`config.mk`:
```
export PLATFORM = sky130hd
export DESIGN_NAME = framebuffer_pixel_writer_flat
export DESIGN_NICKNAME = d
export VERILOG_FILES = /design/src/sv/fpw_pkg.sv /design/src/sv/fpw_stream_if.sv /design/src/sv/fpw_color_pack.sv /design/src/sv/framebuffer_pixel_writer.sv /design/src/flat_wrapper.sv
export SDC_FILE = /design/constraint.sdc
export NUM_CORES = 1
export LEC_CHECK = 0
export BUFFER_PORTS_ARGS = -buffer_cell sky130_fd_sc_hd__buf_2
export CORE_MARGIN = 5
export CORE_UTILIZATION = 63
export DETAILED_ROUTE_END_ITERATION = 7
export GPL_ROUTABILITY_DRIVEN = 0
export PLACE_DENSITY = 0.81
export SYNTH_ARGS = -nofsm -noshare
export SYNTH_HDL_FRONTEND = slang
export SYNTH_SLANG_ARGS = --single-unit
export TNS_END_PERCENT = 20
```
`constraint.sdc`:
```
create_clock -name clk -period 10 [get_ports clk]
set_input_delay 1 -clock clk [delete_from_list [all_inputs] [get_ports clk]]
set_output_delay 1 -clock clk [all_outputs]
set_load 0.01 [all_outputs]
```
`src/sv/fpw_pkg.sv`:
```
// Shared types, widths, register codes and the channel scaling function
// for the framebuffer pixel writer. No dependencies.
`default_nettype none

package fpw_pkg;

    localparam int FPW_ADDRESS_WIDTH = 32;

    localparam int COORD_W     = 16;
    localparam int LEVEL_W     = 8;
    localparam int ADDR_W      = 32;
    localparam int DATA_W      = 32;
    localparam int BPP_W       = 3;
    localparam int SCREEN_W    = 13;
    localparam int PAN_W       = 12;
    localparam int STRIDE_W    = 16;
    localparam int LAYOUT_W    = 44;
    localparam int CHAN_W      = 11;
    localparam int CFG_INDEX_W = 3;
    localparam int CFG_DATA_W  = 44;

    // row/column plus pan, before scaling to bytes
    localparam int POS_SUM_W   = 14;

    typedef enum logic [CFG_INDEX_W-1:0] {
        REG_SCREEN_WIDTH  = 3'd0,
        REG_SCREEN_HEIGHT = 3'd1,
        REG_PAN_X         = 3'd2,
        REG_PAN_Y         = 3'd3,
        REG_ROW_STRIDE    = 3'd4,
        REG_BYTES_PER_PIX = 3'd5,
        REG_MEMORY_SIZE   = 3'd6,
        REG_CHANNEL_LAYOUT = 3'd7
    } cfg_reg_t;

    localparam logic [BPP_W-1:0] BPP_RESET = 3'd4;

    typedef struct packed {
        logic signed [COORD_W-1:0] pos_x;
        logic signed [COORD_W-1:0] pos_y;
        logic [LEVEL_W-1:0]        red_level;
        logic [LEVEL_W-1:0]        green_level;
        logic [LEVEL_W-1:0]        blue_level;
    } pixel_t;

    typedef struct packed {
        logic              write_valid;
        logic [ADDR_W-1:0] byte_address;
        logic [DATA_W-1:0] write_data;
        logic [BPP_W-1:0]  byte_count;
    } write_t;

    // round(level * (2^len - 1) / 255), shifted to offset.
    // len = 8k + m. c = level << m = 255a + r, so level*2^len/255 has
    // integer part (a << 8k) | {k bytes of r} and fraction r/255; the
    // rounding constant and the -level term move that by at most one.
    function automatic logic [DATA_W-1:0] scale_level(input logic [LEVEL_W-1:0] level,
                                                      input logic [CHAN_W-1:0] field);
        logic [4:0]  offs;
        logic [5:0]  len_raw;
        logic [5:0]  len;
        logic [2:0]  m;
        logic [2:0]  k;
        logic [14:0] c;
        logic [16:0] sum_a;
        logic [7:0]  a;
        logic [15:0] a255;
        logic [7:0]  r;
        logic [31:0] rep_mask;
        logic [39:0] whole;
        logic [39:0] q;
        logic [8:0]  r_bias;
        logic [8:0]  lvl_hi;
        offs    = field[4:0];
        len_raw = field[10:5];
        len     = (len_raw > 6'd32) ? 6'd32 : len_raw;
        m       = len[2:0];
        k       = len[5:3];
        c       = 15'(level) << m;
        sum_a   = 17'(c) + 17'd1 + 17'(c[14:8]);
        a       = sum_a[15:8];
        a255    = (16'(a) << 8) - 16'(a);
        r       = 8'(16'(c) - a255);
        case (k)
            3'd0:    rep_mask = 32'h0000_0000;
            3'd1:    rep_mask = 32'h0000_00ff;
            3'd2:    rep_mask = 32'h0000_ffff;
            3'd3:    rep_mask = 32'h00ff_ffff;
            default: rep_mask = 32'hffff_ffff;
        endcase
        whole  = (40'(a) << {k, 3'b000}) | 40'({4{r}} & rep_mask);
        r_bias = 9'(r) + 9'd127;
        lvl_hi = 9'(level) + 9'd255;
        if (r_bias < 9'(level))
            q = whole - 40'd1;
        else if (r_bias >= lvl_hi)
            q = whole + 40'd1;
        else
            q = whole;
        if (len == 6'd0)
            return '0;
        return q[DATA_W-1:0] << offs;
    endfunction

endpackage

`default_nettype wire

```
`src/sv/fpw_stream_if.sv`:
```
// Valid/ready channel carrying one item of a given payload type.
// Standalone; payload types come from fpw_pkg at instantiation.
`default_nettype none

interface fpw_stream_if #(parameter type payload_t = logic);
    logic     valid;
    logic     ready;
    payload_t data;

    modport source (output valid, output data, input ready);
    modport sink (input valid, input data, output ready);
endinterface

`default_nettype wire

```
`src/sv/fpw_color_pack.sv`:
```
// Scales the color levels to the configured channel layout and packs them
// into one pixel word, trimmed to the pixel size. Uses fpw_pkg.
`default_nettype none

module fpw_color_pack
    import fpw_pkg::*;
(
    input  logic [LEVEL_W-1:0]  red_level,
    input  logic [LEVEL_W-1:0]  green_level,
    input  logic [LEVEL_W-1:0]  blue_level,
    input  logic [LAYOUT_W-1:0] channel_layout,
    input  logic [BPP_W-1:0]    bytes_per_pixel,
    output logic [DATA_W-1:0]   pixel_word
);

    logic [DATA_W-1:0] red_bits;
    logic [DATA_W-1:0] green_bits;
    logic [DATA_W-1:0] blue_bits;
    logic [DATA_W-1:0] alpha_bits;
    logic [DATA_W-1:0] full_word;

    assign red_bits   = scale_level(red_level,   channel_layout[0*CHAN_W +: CHAN_W]);
    assign green_bits = scale_level(green_level, channel_layout[1*CHAN_W +: CHAN_W]);
    assign blue_bits  = scale_level(blue_level,  channel_layout[2*CHAN_W +: CHAN_W]);
    // alpha is always opaque
    assign alpha_bits = scale_level(8'hff,       channel_layout[3*CHAN_W +: CHAN_W]);
    assign full_word  = red_bits | green_bits | blue_bits | alpha_bits;

    always_comb
    begin
        case (bytes_per_pixel)
            3'd2:    pixel_word = full_word & 32'h0000_ffff;
            3'd3:    pixel_word = full_word & 32'h00ff_ffff;
            default: pixel_word = full_word;
        endcase
    end

endmodule

`default_nettype wire

```
`src/sv/framebuffer_pixel_writer.sv`:
```
// Framebuffer pixel writer: clips a pixel, computes its byte address and
// packed color word. Uses fpw_pkg, fpw_stream_if and fpw_color_pack.
// Pipeline: input reg, then result reg; a stalled result keeps the item in the input reg.
// Throughput: one item per cycle while the output is not stalled; the address
// multiply and color packing sit in the single logic stage between the two registers.
// Reset: async active low; clears valids, all config to 0, bytes_per_pixel 4.
`default_nettype none

module framebuffer_pixel_writer
    import fpw_pkg::*;
#(
    parameter int ADDRESS_WIDTH = FPW_ADDRESS_WIDTH
)
(
    input  logic                   clk,
    input  logic                   rst_n,
    input  logic                   cfg_wr_en,
    input  logic [CFG_INDEX_W-1:0] cfg_index,
    input  logic [CFG_DATA_W-1:0]  cfg_data,
    fpw_stream_if.sink             pixel,
    fpw_stream_if.source           pixel_write
);

    localparam int CMP_W = (ADDRESS_WIDTH >= ADDR_W) ? ADDRESS_WIDTH + 1 : ADDR_W + 1;
    localparam logic [CMP_W-1:0] ADDR_LIMIT = CMP_W'(1) << ADDRESS_WIDTH;

    // configuration
    logic [SCREEN_W-1:0] screen_width_reg;
    logic [SCREEN_W-1:0] screen_height_reg;
    logic [PAN_W-1:0]    pan_x_reg;
    logic [PAN_W-1:0]    pan_y_reg;
    logic [STRIDE_W-1:0] stride_reg;
    logic [BPP_W-1:0]    bpp_reg;
    logic [ADDR_W-1:0]   mem_size_reg;
    logic [LAYOUT_W-1:0] layout_reg;

    always_ff @(posedge clk or negedge rst_n)
    begin
        if (!rst_n)
        begin
            screen_width_reg  <= '0;
            screen_height_reg <= '0;
            pan_x_reg         <= '0;
            pan_y_reg         <= '0;
            stride_reg        <= '0;
            bpp_reg           <= BPP_RESET;
            mem_size_reg      <= '0;
            layout_reg        <= '0;
        end
        else if (cfg_wr_en)
        begin
            case (cfg_reg_t'(cfg_index))
                REG_SCREEN_WIDTH:   screen_width_reg  <= cfg_data[SCREEN_W-1:0];
                REG_SCREEN_HEIGHT:  screen_height_reg <= cfg_data[SCREEN_W-1:0];
                REG_PAN_X:          pan_x_reg         <= cfg_data[PAN_W-1:0];
                REG_PAN_Y:          pan_y_reg         <= cfg_data[PAN_W-1:0];
                REG_ROW_STRIDE:     stride_reg        <= cfg_data[STRIDE_W-1:0];
                REG_BYTES_PER_PIX:  bpp_reg           <= cfg_data[BPP_W-1:0];
                REG_MEMORY_SIZE:    mem_size_reg      <= cfg_data[ADDR_W-1:0];
                REG_CHANNEL_LAYOUT: layout_reg        <= cfg_data[LAYOUT_W-1:0];
                default: ;
            endcase
        end
    end

    // pipeline control
    logic   in_valid_reg;
    pixel_t in_pixel_reg;
    logic   out_valid_reg;
    write_t out_reg;
    write_t result_next;
    logic   out_advance;

    assign out_advance       = !out_valid_reg || pixel_write.ready;
    assign pixel.ready       = !in_valid_reg || out_advance;
    assign pixel_write.valid = out_valid_reg;
    assign pixel_write.data  = out_reg;

    always_ff @(posedge clk or negedge rst_n)
    begin
        if (!rst_n)
        begin
            in_valid_reg  <= 1'b0;
            out_valid_reg <= 1'b0;
        end
        else
        begin
            if (pixel.ready)
                in_valid_reg <= pixel.valid;
            if (out_advance)
                out_valid_reg <= in_valid_reg;
        end
    end

    always_ff @(posedge clk)
    begin
        if (pixel.valid && pixel.ready)
            in_pixel_reg <= pixel.data;
        if (out_advance && in_valid_reg)
            out_reg <= result_next;
    end

    // datapath
    logic                   on_screen;
    logic                   bpp_ok;
    logic [POS_SUM_W-1:0]   col_sum;
    logic [POS_SUM_W-1:0]   row_sum;
    logic [29:0]            row_offset;
    logic [16:0]            col_offset;
    logic [ADDR_W-1:0]      pix_addr;
    logic [ADDR_W-1:0]      end_addr;
    logic                   mem_ok;
    logic                   limit_ok;
    logic                   write_ok;
    logic [DATA_W-1:0]      pixel_word;

    assign on_screen = !in_pixel_reg.pos_x[COORD_W-1] && !in_pixel_reg.pos_y[COORD_W-1]
                       && (in_pixel_reg.pos_x < $signed({3'b000, screen_width_reg}))
                       && (in_pixel_reg.pos_y < $signed({3'b000, screen_height_reg}));
    assign bpp_ok    = (bpp_reg == 3'd2) || (bpp_reg == 3'd3) || (bpp_reg == 3'd4);

    // only the low 13 bits of a clipped coordinate can matter
    assign col_sum    = POS_SUM_W'(in_pixel_reg.pos_x[SCREEN_W-1:0]) + POS_SUM_W'(pan_x_reg);
    assign row_sum    = POS_SUM_W'(in_pixel_reg.pos_y[SCREEN_W-1:0]) + POS_SUM_W'(pan_y_reg);
    assign row_offset = 30'(row_sum) * 30'(stride_reg);
    assign col_offset = 17'(col_sum) * 17'(bpp_reg);
    assign pix_addr   = ADDR_W'(row_offset) + ADDR_W'(col_offset);
    assign end_addr   = pix_addr + ADDR_W'(bpp_reg);
    assign mem_ok     = end_addr <= mem_size_reg;
    assign limit_ok   = CMP_W'(end_addr) <= ADDR_LIMIT;
    assign write_ok   = on_screen && bpp_ok && mem_ok && limit_ok;

    fpw_color_pack u_color_pack (
        .red_level       (in_pixel_reg.red_level),
        .green_level     (in_pixel_reg.green_level),
        .blue_level      (in_pixel_reg.blue_level),
        .channel_layout  (layout_reg),
        .bytes_per_pixel (bpp_reg),
        .pixel_word      (pixel_word)
    );

    always_comb
    begin
        result_next = '0;
        if (write_ok)
        begin
            result_next.write_valid  = 1'b1;
            result_next.byte_address = pix_addr;
            result_next.write_data   = pixel_word;
            result_next.byte_count   = bpp_reg;
        end
    end

    // checks
    a_count_legal: assert property (@(posedge clk) disable iff (!rst_n)
        out_valid_reg && out_reg.write_valid |->
            (out_reg.byte_count == 3'd2 || out_reg.byte_count == 3'd3
             || out_reg.byte_count == 3'd4))
        else $error("write with illegal byte count");

    a_drop_zero: assert property (@(posedge clk) disable iff (!rst_n)
        out_valid_reg && !out_reg.write_valid |->
            (out_reg.byte_address == '0 && out_reg.write_data == '0
             && out_reg.byte_count == '0))
        else $error("dropped write carries nonzero fields");

    a_data_trimmed: assert property (@(posedge clk) disable iff (!rst_n)
        out_valid_reg && out_reg.byte_count == 3'd2 |-> out_reg.write_data[31:16] == '0)
        else $error("two-byte write has upper data bits set");

    a_stage_held: assert property (@(posedge clk) disable iff (!rst_n)
        in_valid_reg && !out_advance |=> in_valid_reg && $stable(in_pixel_reg))
        else $error("stalled input stage lost its item");

    a_ready_when_empty: assert property (@(posedge clk) disable iff (!rst_n)
        !out_valid_reg |-> pixel.ready)
        else $error("input stalled with empty result register");

endmodule

`default_nettype wire
```
`src/flat_wrapper.sv`:
```
// flat-port wrapper written by rule: the top's interface ports become plain ports
module framebuffer_pixel_writer_flat import fpw_pkg::*;
#(
    parameter int ADDRESS_WIDTH = FPW_ADDRESS_WIDTH
)
  (clk, rst_n, cfg_wr_en, cfg_index, cfg_data, pixel_valid, pixel_data, pixel_ready, pixel_write_valid, pixel_write_data, pixel_write_ready);
  fpw_stream_if pixel_i ();
  fpw_stream_if pixel_write_i ();
  input  logic clk;
  input  logic rst_n;
  input  logic cfg_wr_en;
  input  logic [CFG_INDEX_W-1:0] cfg_index;
  input  logic [CFG_DATA_W-1:0] cfg_data;
  input wire logic [$bits(pixel_i.valid)-1:0] pixel_valid;
  input wire logic [$bits(pixel_i.data)-1:0] pixel_data;
  output wire logic [$bits(pixel_i.ready)-1:0] pixel_ready;
  output wire logic [$bits(pixel_write_i.valid)-1:0] pixel_write_valid;
  output wire logic [$bits(pixel_write_i.data)-1:0] pixel_write_data;
  input wire logic [$bits(pixel_write_i.ready)-1:0] pixel_write_ready;
  assign pixel_i.valid = pixel_valid;
  assign pixel_i.data = pixel_data;
  assign pixel_ready = pixel_i.ready;
  assign pixel_write_valid = pixel_write_i.valid;
  assign pixel_write_data = pixel_write_i.data;
  assign pixel_write_i.ready = pixel_write_ready;
  framebuffer_pixel_writer #(.ADDRESS_WIDTH(ADDRESS_WIDTH)) u_core (.clk(clk), .rst_n(rst_n), .cfg_wr_en(cfg_wr_en), .cfg_index(cfg_index), .cfg_data(cfg_data), .pixel(pixel_i), .pixel_write(pixel_write_i));
endmodule
```
# --- Word level (Yosys, flattened, before mapping) ---
# Cells that the tools add are included.
classes:
  eq_ne: 9
  n_reduce_logical: 19
  multipliers: 2
  n_addsub: 2
  n_lt_le_gt_ge: 4
op_table:
  columns: ["cell", "count"]
  rows:
  - ["32-bit by 33-bit <= comparator with 1-bit output, second input constant", 1]
  - ["31-bit by 3-bit adder with 32-bit output", 1]
  - ["32-bit <= comparator", 1]
  - ["30-bit by 17-bit adder with 31-bit output", 1]
  - ["12-bit by 16-bit multiplier with 28-bit output", 1]
  - ["1-bit by 13-bit less-than comparator with 1-bit output, first input constant", 2]
  - ["12-bit by 3-bit multiplier with 15-bit output", 1]
  - ["2-bit AND reduction", 7]
  - ["3-bit by 2-bit equality test with 1-bit output, second input constant", 4]
  - ["3-bit equality test, second input constant", 4]
  - ["1-bit logical AND", 5]
  - ["1-bit logical OR", 4]
  - ["3-bit by 1-bit equality test with 1-bit output, second input constant", 1]
  - ["3-bit logical NOT", 1]
  - ["1-bit logical NOT", 2]
word_totals:
  wordCells: 46
  ff_bits: 104

# --- Logic depth before layout (Yosys ltp) ---
# Gate-level depths: netlist (run 1).
depth:
  word_depth: 6
  mapped_depth: 39

# --- Least setup slack after synthesis (run 1) ---
# Ideal clock, no wire load.
synth_path:
  kind: "register to register"
  startpoint: "register u_core.pan_y_reg[5]"
  endpoint: "register u_core.out_reg, in the netlist u_core.pixel_write.data (data pin)"
  path_buffers: 2
  path_stages_with_launch: 36
  synth_period_minus_slack_ps: 8347
  t_required_ps: 9793
  arrival_time_ps: 8140
  setup_ps: 207
  path_slack_ps: 1653
  cell_sequence: "dfrtp_1 clkbuf_1 clkbuf_1 nand2_1 fa_1 fa_1 inv_1 fa_1 fa_1 inv_1 fa_1 inv_1 ha_1 a211oi_2 nor3b_4 a311oi_4 xnor2_1 ha_1 ha_1 o21ai_0 nand2b_1 o21ai_0 a31o_2 or3_1 nor3_4 nand2_1 xor2_1 ha_1 a21o_1 a21o_1 a21oi_1 nor2b_1 o21ai_0 o211ai_1 a21o_1 a2111oi_0"
synth_via:
  elab_chain_len: 6
synth_rtl:
  columns: ["item", "line", "source"]
  rows:
  - ["start, declared", "framebuffer_pixel_writer.sv:31", "logic [PAN_W-1:0] pan_y_reg;"]
  - ["start signal, assigned", "framebuffer_pixel_writer.sv:56", "REG_PAN_Y: pan_y_reg <= cfg_data[PAN_W-1:0];"]
  - ["12-bit by 16-bit multiplier with 28-bit output *", "framebuffer_pixel_writer.sv:125", "assign row_offset = 30'(row_sum) * 30'(stride_reg);"]
  - ["30-bit by 17-bit adder with 31-bit output *", "framebuffer_pixel_writer.sv:127", "assign pix_addr = ADDR_W'(row_offset) + ADDR_W'(col_offset);"]
  - ["31-bit by 3-bit adder with 32-bit output *", "framebuffer_pixel_writer.sv:128", "assign end_addr = pix_addr + ADDR_W'(bpp_reg);"]
  - ["32-bit <= comparator", "framebuffer_pixel_writer.sv:129", "assign mem_ok = end_addr <= mem_size_reg;"]
  - ["1-bit logical AND", "framebuffer_pixel_writer.sv:131", "assign write_ok = on_screen && bpp_ok && mem_ok && limit_ok;"]
  - ["1-bit logical AND *", "framebuffer_pixel_writer.sv:131", null]
  - ["end signal, assigned", "framebuffer_pixel_writer.sv:100", "out_reg <= result_next;"]
  - ["end, declared", "framebuffer_pixel_writer.sv:70", "write_t out_reg;"]
# Every way passes the cells marked *; elsewhere a longest branch is shown, timed or not.
# A chain may end at the register's enable or synchronous reset.

# --- Worst setup path after layout (run 1) ---
layout_path:
  startpoint: "register u_core.pan_y_reg[7]"
  endpoint: "register u_core.out_reg, in the netlist u_core.pixel_write.data (data pin)"
# The elaborated chain is that of the path after synthesis.

==> results of run 1 <==
kinds of logic (layout without fill, tap and decap cells):
kind of cell / count (synthesis) / after routing / synth area share [%]
fa+ha+maj: 291 / 291 / 37.1
flops: 104 / 104 / 20.2
xor+xnor: 52 / 52 / 3.63
buf+inv: 284 / 310 / 8.42
simple gates: 368 / 368 / 14.0
compound gates: 146 / 146 / 7.60
mux: 104 / 104 / 9.02
metal layers:
layer  vias to the layer above  global-route usage, %  wire [µm]
met4                         0                   7.61        786
li1                       4380                      -          -
met1                      4678                   33.9      12100
met3                        49                   3.05       1100
met2                       211                   41.9      13800
met5                         -                      0          0
cell type report:
type                            count  share of cell area (%)
Clock inverter                      7                   0.638
Timing Repair Buffer               54                    2.21
Clock buffer                        9                    1.64
Tap cell                          270                    2.46
Multi-Input combinational cell    961                    67.5
Sequential cell                   104                    19.0
Inverter                          240                    6.58
metrics by stage:
stage                     utilization, %  hold WS, ns  std cells
after global routing                67.8        0.512       1645
after detailed placement            66.3        0.477       1629
after global placement              66.3        0.457       1629
final                               67.8        0.494       1645
after floorplan                        -        0.449       1349
after CTS                           67.8        0.500       1645
Yosys cell counts, types with 4 or more instances:
cell | n | area share (%)
a211oi_1 | 5 | 0.29
a21o_1 | 20 | 1.2
a21oi_1 | 50 | 1.9
and2_1 | 79 | 3.8
and3_1 | 7 | 0.34
clkbuf_1 | 40 | 1.2
dfrtp_1 | 102 | 20
fa_1 | 155 | 24
ha_1 | 136 | 13
inv_1 | 239 | 6.9
mux2_2 | 101 | 8.8
nand2_1 | 174 | 5.0
nand2b_1 | 8 | 0.39
nand3_1 | 5 | 0.19
nand4_1 | 11 | 0.53
nor2_1 | 30 | 0.87
nor2b_1 | 10 | 0.48
nor3_1 | 17 | 0.66
nor4_1 | 5 | 0.24
o211ai_1 | 4 | 0.23
o21a_1 | 4 | 0.23
o21ai_0 | 21 | 0.81
o21ai_1 | 6 | 0.23
o21bai_1 | 6 | 0.35
or3_1 | 4 | 0.19
xnor2_1 | 35 | 2.4
xor2_1 | 15 | 1.0
worst paths after layout:
check                                    startpoint  depth (start not counted)                  endpoint
worst max-delay path            u_core.pan_y_reg[7]                         34   u_core.pixel_write.data
worst min-delay path            u_core.in_valid_reg                          1  u_core.pixel_write.valid
worst max register to register  u_core.pan_y_reg[7]                         34   u_core.pixel_write.data
worst min register to register  u_core.in_valid_reg                          1  u_core.pixel_write.valid
max in group asynchronous                     rst_n                          2      u_core.stride_reg[5]
min in group asynchronous                     rst_n                          1       u_core.in_valid_reg
worst max-delay path, delay by kind of cell (launching register included):
kind,cells,cell delay [ns]
compound gates,12,2.77
simple gates,7,1.20
flops,1,0.63
xor+xnor,2,0.31
fa+ha+maj,9,3.92
buf+inv,4,0.21
timing repair:
item	4_1_cts	5_1_grt
gates resized for setup	0	1
endpoints found under the hold margin	0	0
endpoints found under the setup margin	0	1
==> metrics.txt, run 1 <==
initial drt markers=496; Die Ht=153 µm; vias per std cell=5.66; htree depth=3; kind of critical path=flop to flop; Die ar.=23500 µm²; syn_nets=1693; gr usage total=24.8%; WL final=27.8 mm; CP peak stage delay=0.63 ns; CORE AREA=20200 µm²; commonest cells after routing, fill and taps aside=inv_1 (239), nand2_1 (174), fa_1 (155), ha_1 (136); most used cell, CP=fa_1; fin area=13700 µm²; post-CTS setup buffer count=0; layout cells sized above 1=14.1%; number of flops mapped to enable cells by yosys=1; Routed Antenna Nets=0; Nets=1714; commonest non-fill, non-tap cell in the layout=inv_1; Pre-antenna DRT Iters=5; CP arrival=9.44 ns; grt total ovfl=0; placed cell area=13400 µm²; Max-Cap Viols=0; largest net degree at the start of global routing=71; initial antenna violation count=0; residual DRC count=0; CTS root buffer=clkbuf_16; antenna cells=0; Final setup viols=0; worst slew pin tran=1.02 ns; Die X=153 µm; IO Port Bufs=42; Synth Instances=1349; synthesized area=12900 µm²; unrepaired setup endpoints after global routing=no; Final Hold Fails=0; # IOs=56; global-route wire length before repair=48.0 mm; Worst R2R Setup Slack=0.65 ns; Avg WL per Cell=16.9 µm; Max Clock Skew=0.00773 ns; CTS tree=yes; std cell rows=52; Async S/R FF share, synth=99.0%; max reg flops=32; CP Capture Type=flop; Hold Path Class=flop to flop; setup TNS=0 ns; post-DP HPWL=21.8 mm; Unique masters post-synth=71; status=finished, final reports clean; Sequential Area=2610 µm²; Slowest-stage cell, CP=dfrtp_1; via count=9318; final worst slack=0.648 ns; CTS clock-pin slew for the worst setup and hold paths=0.08 ns; area delta synth->final=6.06%; multi-input gate area in the final layout=9260 µm²; CTS max path bufs=2; worst skew pair latency=0.36 ns; Crit path required time=10.09 ns; sequential area share after synthesis=20.2%; Slew Limit Fails=0; maximum clock rate=107 MHz; hold_buf cts=0; post-layout min period=9.35 ns; clock buffers created by TritonCTS=9; nature of the critical path startpoint=flop; Final period util=93.5%; synth warn=0; syn_area_per_cell=9.59 µm²; Sink Count=104; Fillers=1519; vias in the first global route=9923; Worst Path Max Fanout=17; Post-synth top flop=dfrtp_1; starting density of the core=64.0%; Yosys reg bits=104; DP Worst Slack=0.638 ns; Slew HR=31.9%
Power of run 1 is left out: the tool's default activity adds up to more than one toggle a clock period on the data nets, which glitch-free logic cannot reach.
==> inputs of run 2 (changes only) <==
--- a/config.mk
+++ b/config.mk
@@ -7,10 +7,10 @@
 export LEC_CHECK = 0
 export BUFFER_PORTS_ARGS = -buffer_cell sky130_fd_sc_hd__buf_2
 export CORE_MARGIN = 5
-export CORE_UTILIZATION = 63
+export CORE_UTILIZATION = 51
 export DETAILED_ROUTE_END_ITERATION = 7
 export GPL_ROUTABILITY_DRIVEN = 0
-export PLACE_DENSITY = 0.81
+export PLACE_DENSITY = 0.68
 export SYNTH_ARGS = -nofsm -noshare
 export SYNTH_HDL_FRONTEND = slang
 export SYNTH_SLANG_ARGS = --single-unit
==> constraint.sdc (replaced) <==
create_clock -name clk -period 9.85 [get_ports clk]
set_input_delay 0.985 -clock clk [delete_from_list [all_inputs] [get_ports clk]]
set_output_delay 0.985 -clock clk [all_outputs]
set_load 0.01 [all_outputs]
==> run 2 against run 1 <==
  * Via count shrank 2.6%
  * First-iteration DRC count fell by 25%
  * Clock skew up 0.0069 ns
  * Utilization shrank 13 points
  * Critical path type unchanged
  * Largest cell class unchanged
==> metrics.txt, run 2 (same netlist as run 1, synthesis figures left out) <==
Crit path required time=9.97 ns; CP top delay family=adder cells; # IOs=56; maximum clock rate=109 MHz; status=finished, final reports clean; gr usage total=20.1%; Final Hold Fails=0; fin area=13800 µm²; initial antenna violation count=0; WL final=26.9 mm; placed cell area=13500 µm²; vias per std cell=5.33; antenna cells=0; Worst R2R Start=u_core.pan_y_reg[4]; CORE AREA=25100 µm²; WP depth=33; post-DP HPWL=21.5 mm; Die Ht=169 µm; Nets=1710; unrepaired setup endpoints after global routing=no; Slowest-stage cell, CP=dfrtp_1; Slew HR=35.3%; nature of the critical path startpoint=flop; global-route wire length before repair=47.7 mm; RR Endpoint=u_core.pixel_write.data; IO Port Bufs=42; Critical Path Start=u_core.pan_y_reg[4]; vias in the first global route=9542; CTS max path bufs=2; CP arrival=9.28 ns; starting density of the core=51.5%; Fillers=2258; CTS tree=yes; Worst Path Max Fanout=17; Routed Antenna Nets=0; area delta synth->final=6.60%; commonest cells after routing, fill and taps aside=inv_1 (239), nand2_1 (174), fa_1 (155), ha_1 (136), mux2_2 (101); initial drt markers=372; setup TNS=0 ns; largest net degree at the start of global routing=59; grt total ovfl=0; Avg WL per Cell=15.8 µm; Hold Path Class=flop to flop; Max-Cap Viols=0; layout cells sized above 1=14.0%; Die ar.=28700 µm²; htree depth=3; CP Capture Type=flop; Final period util=93.0%; residual DRC count=0; std cell rows=58; CTS root buffer=clkbuf_16; Pre-antenna DRT Iters=6; Slew Limit Fails=0; crit path to=u_core.pixel_write.data; reg2reg path depth=33; clock buffers created by TritonCTS=9; most used cell, CP=ha_1; max reg flops=32; Worst R2R Setup Slack=0.69 ns; commonest non-fill, non-tap cell in the layout=inv_1; utilization after layout=54.9%; worst skew pair latency=0.35 ns; via count=9074; worst slew pin tran=0.968 ns; CP peak stage delay=0.74 ns; post-CTS setup buffer count=0; kind of critical path=flop to flop; CTS clock-pin slew for the worst setup and hold paths=0.08 ns; Final setup viols=0; Worst Path Buf+Inv=3; Sink Count=104; Die X=169 µm; hold_buf cts=0; Max Clock Skew=0.0146 ns; post-layout min period=9.16 ns
-- run 2: cell type report --
| class | instances | area [µm²] | share of cell area, % |
|---|---|---|---|
| Clock inverter | 7 | 110 | 0.798 |
| Sequential cell | 104 | 2610 | 18.9 |
| Clock buffer | 9 | 225 | 1.63 |
| Inverter | 240 | 903 | 6.55 |
| Tap cell | 330 | 413 | 2.99 |
| Timing Repair Buffer | 50 | 273 | 1.98 |
| Multi-Input combinational cell | 961 | 9260 | 67.1 |
-- run 2: worst min-delay path by stage --
stage / to / cells past startpoint / slack, ns / startpoint
after floorplan: u_core.pixel_write.valid / 1 / 0.45 / u_core.in_valid_reg
after global placement: u_core.pixel_write.valid / 1 / 0.48 / u_core.in_valid_reg
after detailed placement: u_core.mem_size_reg[14] / 1 / 0.49 / u_core.mem_size_reg[14]
after CTS: u_core.mem_size_reg[11] / 1 / 0.51 / u_core.mem_size_reg[11]
after global routing: u_core.mem_size_reg[11] / 1 / 0.52 / u_core.mem_size_reg[11]
final: u_core.mem_size_reg[14] / 1 / 0.51 / u_core.mem_size_reg[14]
-- run 2: metrics by stage --
step | setup slack [ns] | cells | hold slack (ns)
after floorplan | 1.50 | 1349 | 0.449
after global placement | 0.699 | 1685 | 0.476
after detailed placement | 0.661 | 1685 | 0.494
after CTS | 0.522 | 1701 | 0.509
after global routing | 0.000454 | 1701 | 0.520
final | 0.688 | 1701 | 0.509
-- run 2: layer usage --
metal | part of all wire, % | global-route usage [%] | vias to the layer above
met4 | 0.75 | 3.19 | 0
met2 | 49 | 34.2 | 152
met1 | 47 | 28.6 | 4531
met5 | 0 | 0 | -
met3 | 3.8 | 2.17 | 18
li1 | - | - | 4373
-- run 2: repair_timing --
action / in CTS / in global routing
gates resized for setup: 0 / 3
endpoints found under the hold margin: 0 / 0
setup endpoints to repair: 0 / 1
Power of run 2 is left out for the same reason.
==> inputs of run 3 (changes only) <==
--- a/config.mk
+++ b/config.mk
@@ -10,7 +10,7 @@
 export CORE_UTILIZATION = 51
 export DETAILED_ROUTE_END_ITERATION = 7
 export GPL_ROUTABILITY_DRIVEN = 0
-export PLACE_DENSITY = 0.68
+export PLACE_DENSITY = 0.71
 export SYNTH_ARGS = -nofsm -noshare
 export SYNTH_HDL_FRONTEND = slang
 export SYNTH_SLANG_ARGS = --single-unit
==> constraint.sdc (replaced) <==
create_clock -name clk -period 8.2 [get_ports clk]
set_input_delay 0.82 -clock clk [delete_from_list [all_inputs] [get_ports clk]]
set_output_delay 0.82 -clock clk [all_outputs]
set_load 0.01 [all_outputs]
==> run 3 against run 2 <==
  * Sequential share of layout area decreased by 1.5 points
  * Register-to-register slack worse by 0.54 ns
  * Global-route usage is 1.6 points higher
  * Critical path depth is 1 lower
  * Die area did not move
  * Non-clock buffer count up 120
  * Final cell count rose by 7.1%
  * Clock skew down 0.0011 ns
  * Setup slack worse by 0.54 ns
  * Fmax is 14% higher
  * Routed wire length up 8.8%
  * Critical endpoint unchanged
  * Highest routed layer unchanged
==> metrics.txt, run 3 (same netlist as run 1, synthesis figures left out) <==
initial drt markers=362; worst skew pair latency=0.38 ns; CP peak stage delay=0.55 ns; Max-Cap Viols=0; CP Capture Type=flop; nature of the critical path startpoint=flop; Final period util=98.2%; layout cells sized above 1=24.2%; initial antenna violation count=0; max reg flops=32; Sink Count=104; Final Hold Fails=0; Final setup viols=0; Pre-antenna DRT Iters=5; IO Port Bufs=42; M2 GR Usage=37.0%; residual DRC count=0; RR Endpoint=u_core.pixel_write.data; most used cell, CP=fa_1; vias per std cell=5.37; reg2reg path depth=32; Die ar.=28700 µm²; maximum clock rate=124 MHz; Nets=1830; CP arrival=8.23 ns; CP top delay family=adder cells; CTS clock-pin slew for the worst setup and hold paths=0.09 ns; area delta synth->final=15.8%; Global Route met3 Usage=2.59%; worst slew pin tran=1.14 ns; Avg WL per Cell=16.1 µm; Hold Path Class=input pin to asynchronous set/reset pin; crit path to=u_core.pixel_write.data; commonest non-fill, non-tap cell in the layout=inv_1; hold_buf cts=0; Max Clock Skew=0.0135 ns; Critical Path Start=u_core.pan_y_reg[3]; antenna cells=0; grt total ovfl=0; post-DP HPWL=23.7 mm; kind of critical path=flop to flop; Slew HR=23.9%; Die Ht=169 µm; CTS max path bufs=2; global-route wire length before repair=51.0 mm; Worst Path Buf+Inv=6; DP Worst Slack=-0.469 ns; CTS root buffer=clkbuf_16; unrepaired setup endpoints after global routing=yes; clock buffers created by TritonCTS=9; std cell rows=58; Die X=169 µm; Slowest-stage cell, CP=fa_1; Slew Limit Fails=0; via count=9776; post-layout min period=8.05 ns; CTS tree=yes; GRT busiest layer=met2; Worst Path Max Fanout=5; met1 GRT Util=29.5%; status=finished, final reports clean; vias in the first global route=10706; # IOs=56; WP depth=32; Routed Antenna Nets=0; final worst slack=0.147 ns; htree depth=3; commonest cells after routing, fill and taps aside=inv_1 (234), nand2_1 (170), fa_1 (152), ha_1 (124), buf_4 (118); largest net degree at the start of global routing=68; gr usage total=21.7%; Crit path required time=8.38 ns; CORE AREA=25100 µm²; Worst R2R Setup Slack=0.15 ns; starting density of the core=51.5%; WL final=29.2 mm; Worst R2R Start=u_core.pan_y_reg[3]
## run 3: through the flow
step	area [µm²]	hold slack [ns]	setup TNS, ns	std cells	utilization [%]
6_report	15000	0.427	0	1821	59.7
3_3_place_gp	14200	0.472	-0.430	1787	56.6
2_1_floorplan	13000	0.449	0	1349	-
5_1_grt	15000	0.469	-0.194	1821	59.7
4_1_cts	14900	0.438	0	1817	59.4
3_5_place_dp	14200	0.487	-0.469	1787	56.6
## run 3: how the worst min path moves through the flow
stage | startpoint | endpoint | slack, ns | depth (start not counted)
floorplan | u_core.in_valid_reg | u_core.pixel_write.valid | 0.45 | 1
global placement | u_core.in_valid_reg | u_core.pixel_write.valid | 0.47 | 1
detailed placement | u_core.in_valid_reg | u_core.pixel_write.valid | 0.49 | 1
CTS | rst_n | u_core.stride_reg[9] | 0.44 | 1
global route | rst_n | u_core.stride_reg[9] | 0.47 | 1
finish | rst_n | u_core.stride_reg[9] | 0.43 | 1
## run 3: repair_timing
action | in CTS | in global routing
endpoints found under the hold margin | 0 | 0
resized for setup | 63 | 13
endpoints found under the setup margin | 1 | 1
gates cloned | 0 | 0
setup buffers | 15 | 4
pin swaps | 61 | 13
## run 3: layout make-up
class | instances | area [µm²]
repair buffers | 170 | 1210
flip-flops and latches | 104 | 2620
well taps | 330 | 413
clock inverters | 7 | 90.1
multi-input cells | 961 | 9530
inverters | 240 | 903
fillers | 2138 | 10100
clock buffers | 9 | 225
## run 3: metal layers
metal	up-vias	wire (µm)
met5	-	0
met4	0	658
li1	4604	-
met3	54	1060
met1	4910	13400
met2	208	14100
Power of run 3 is left out for the same reason.
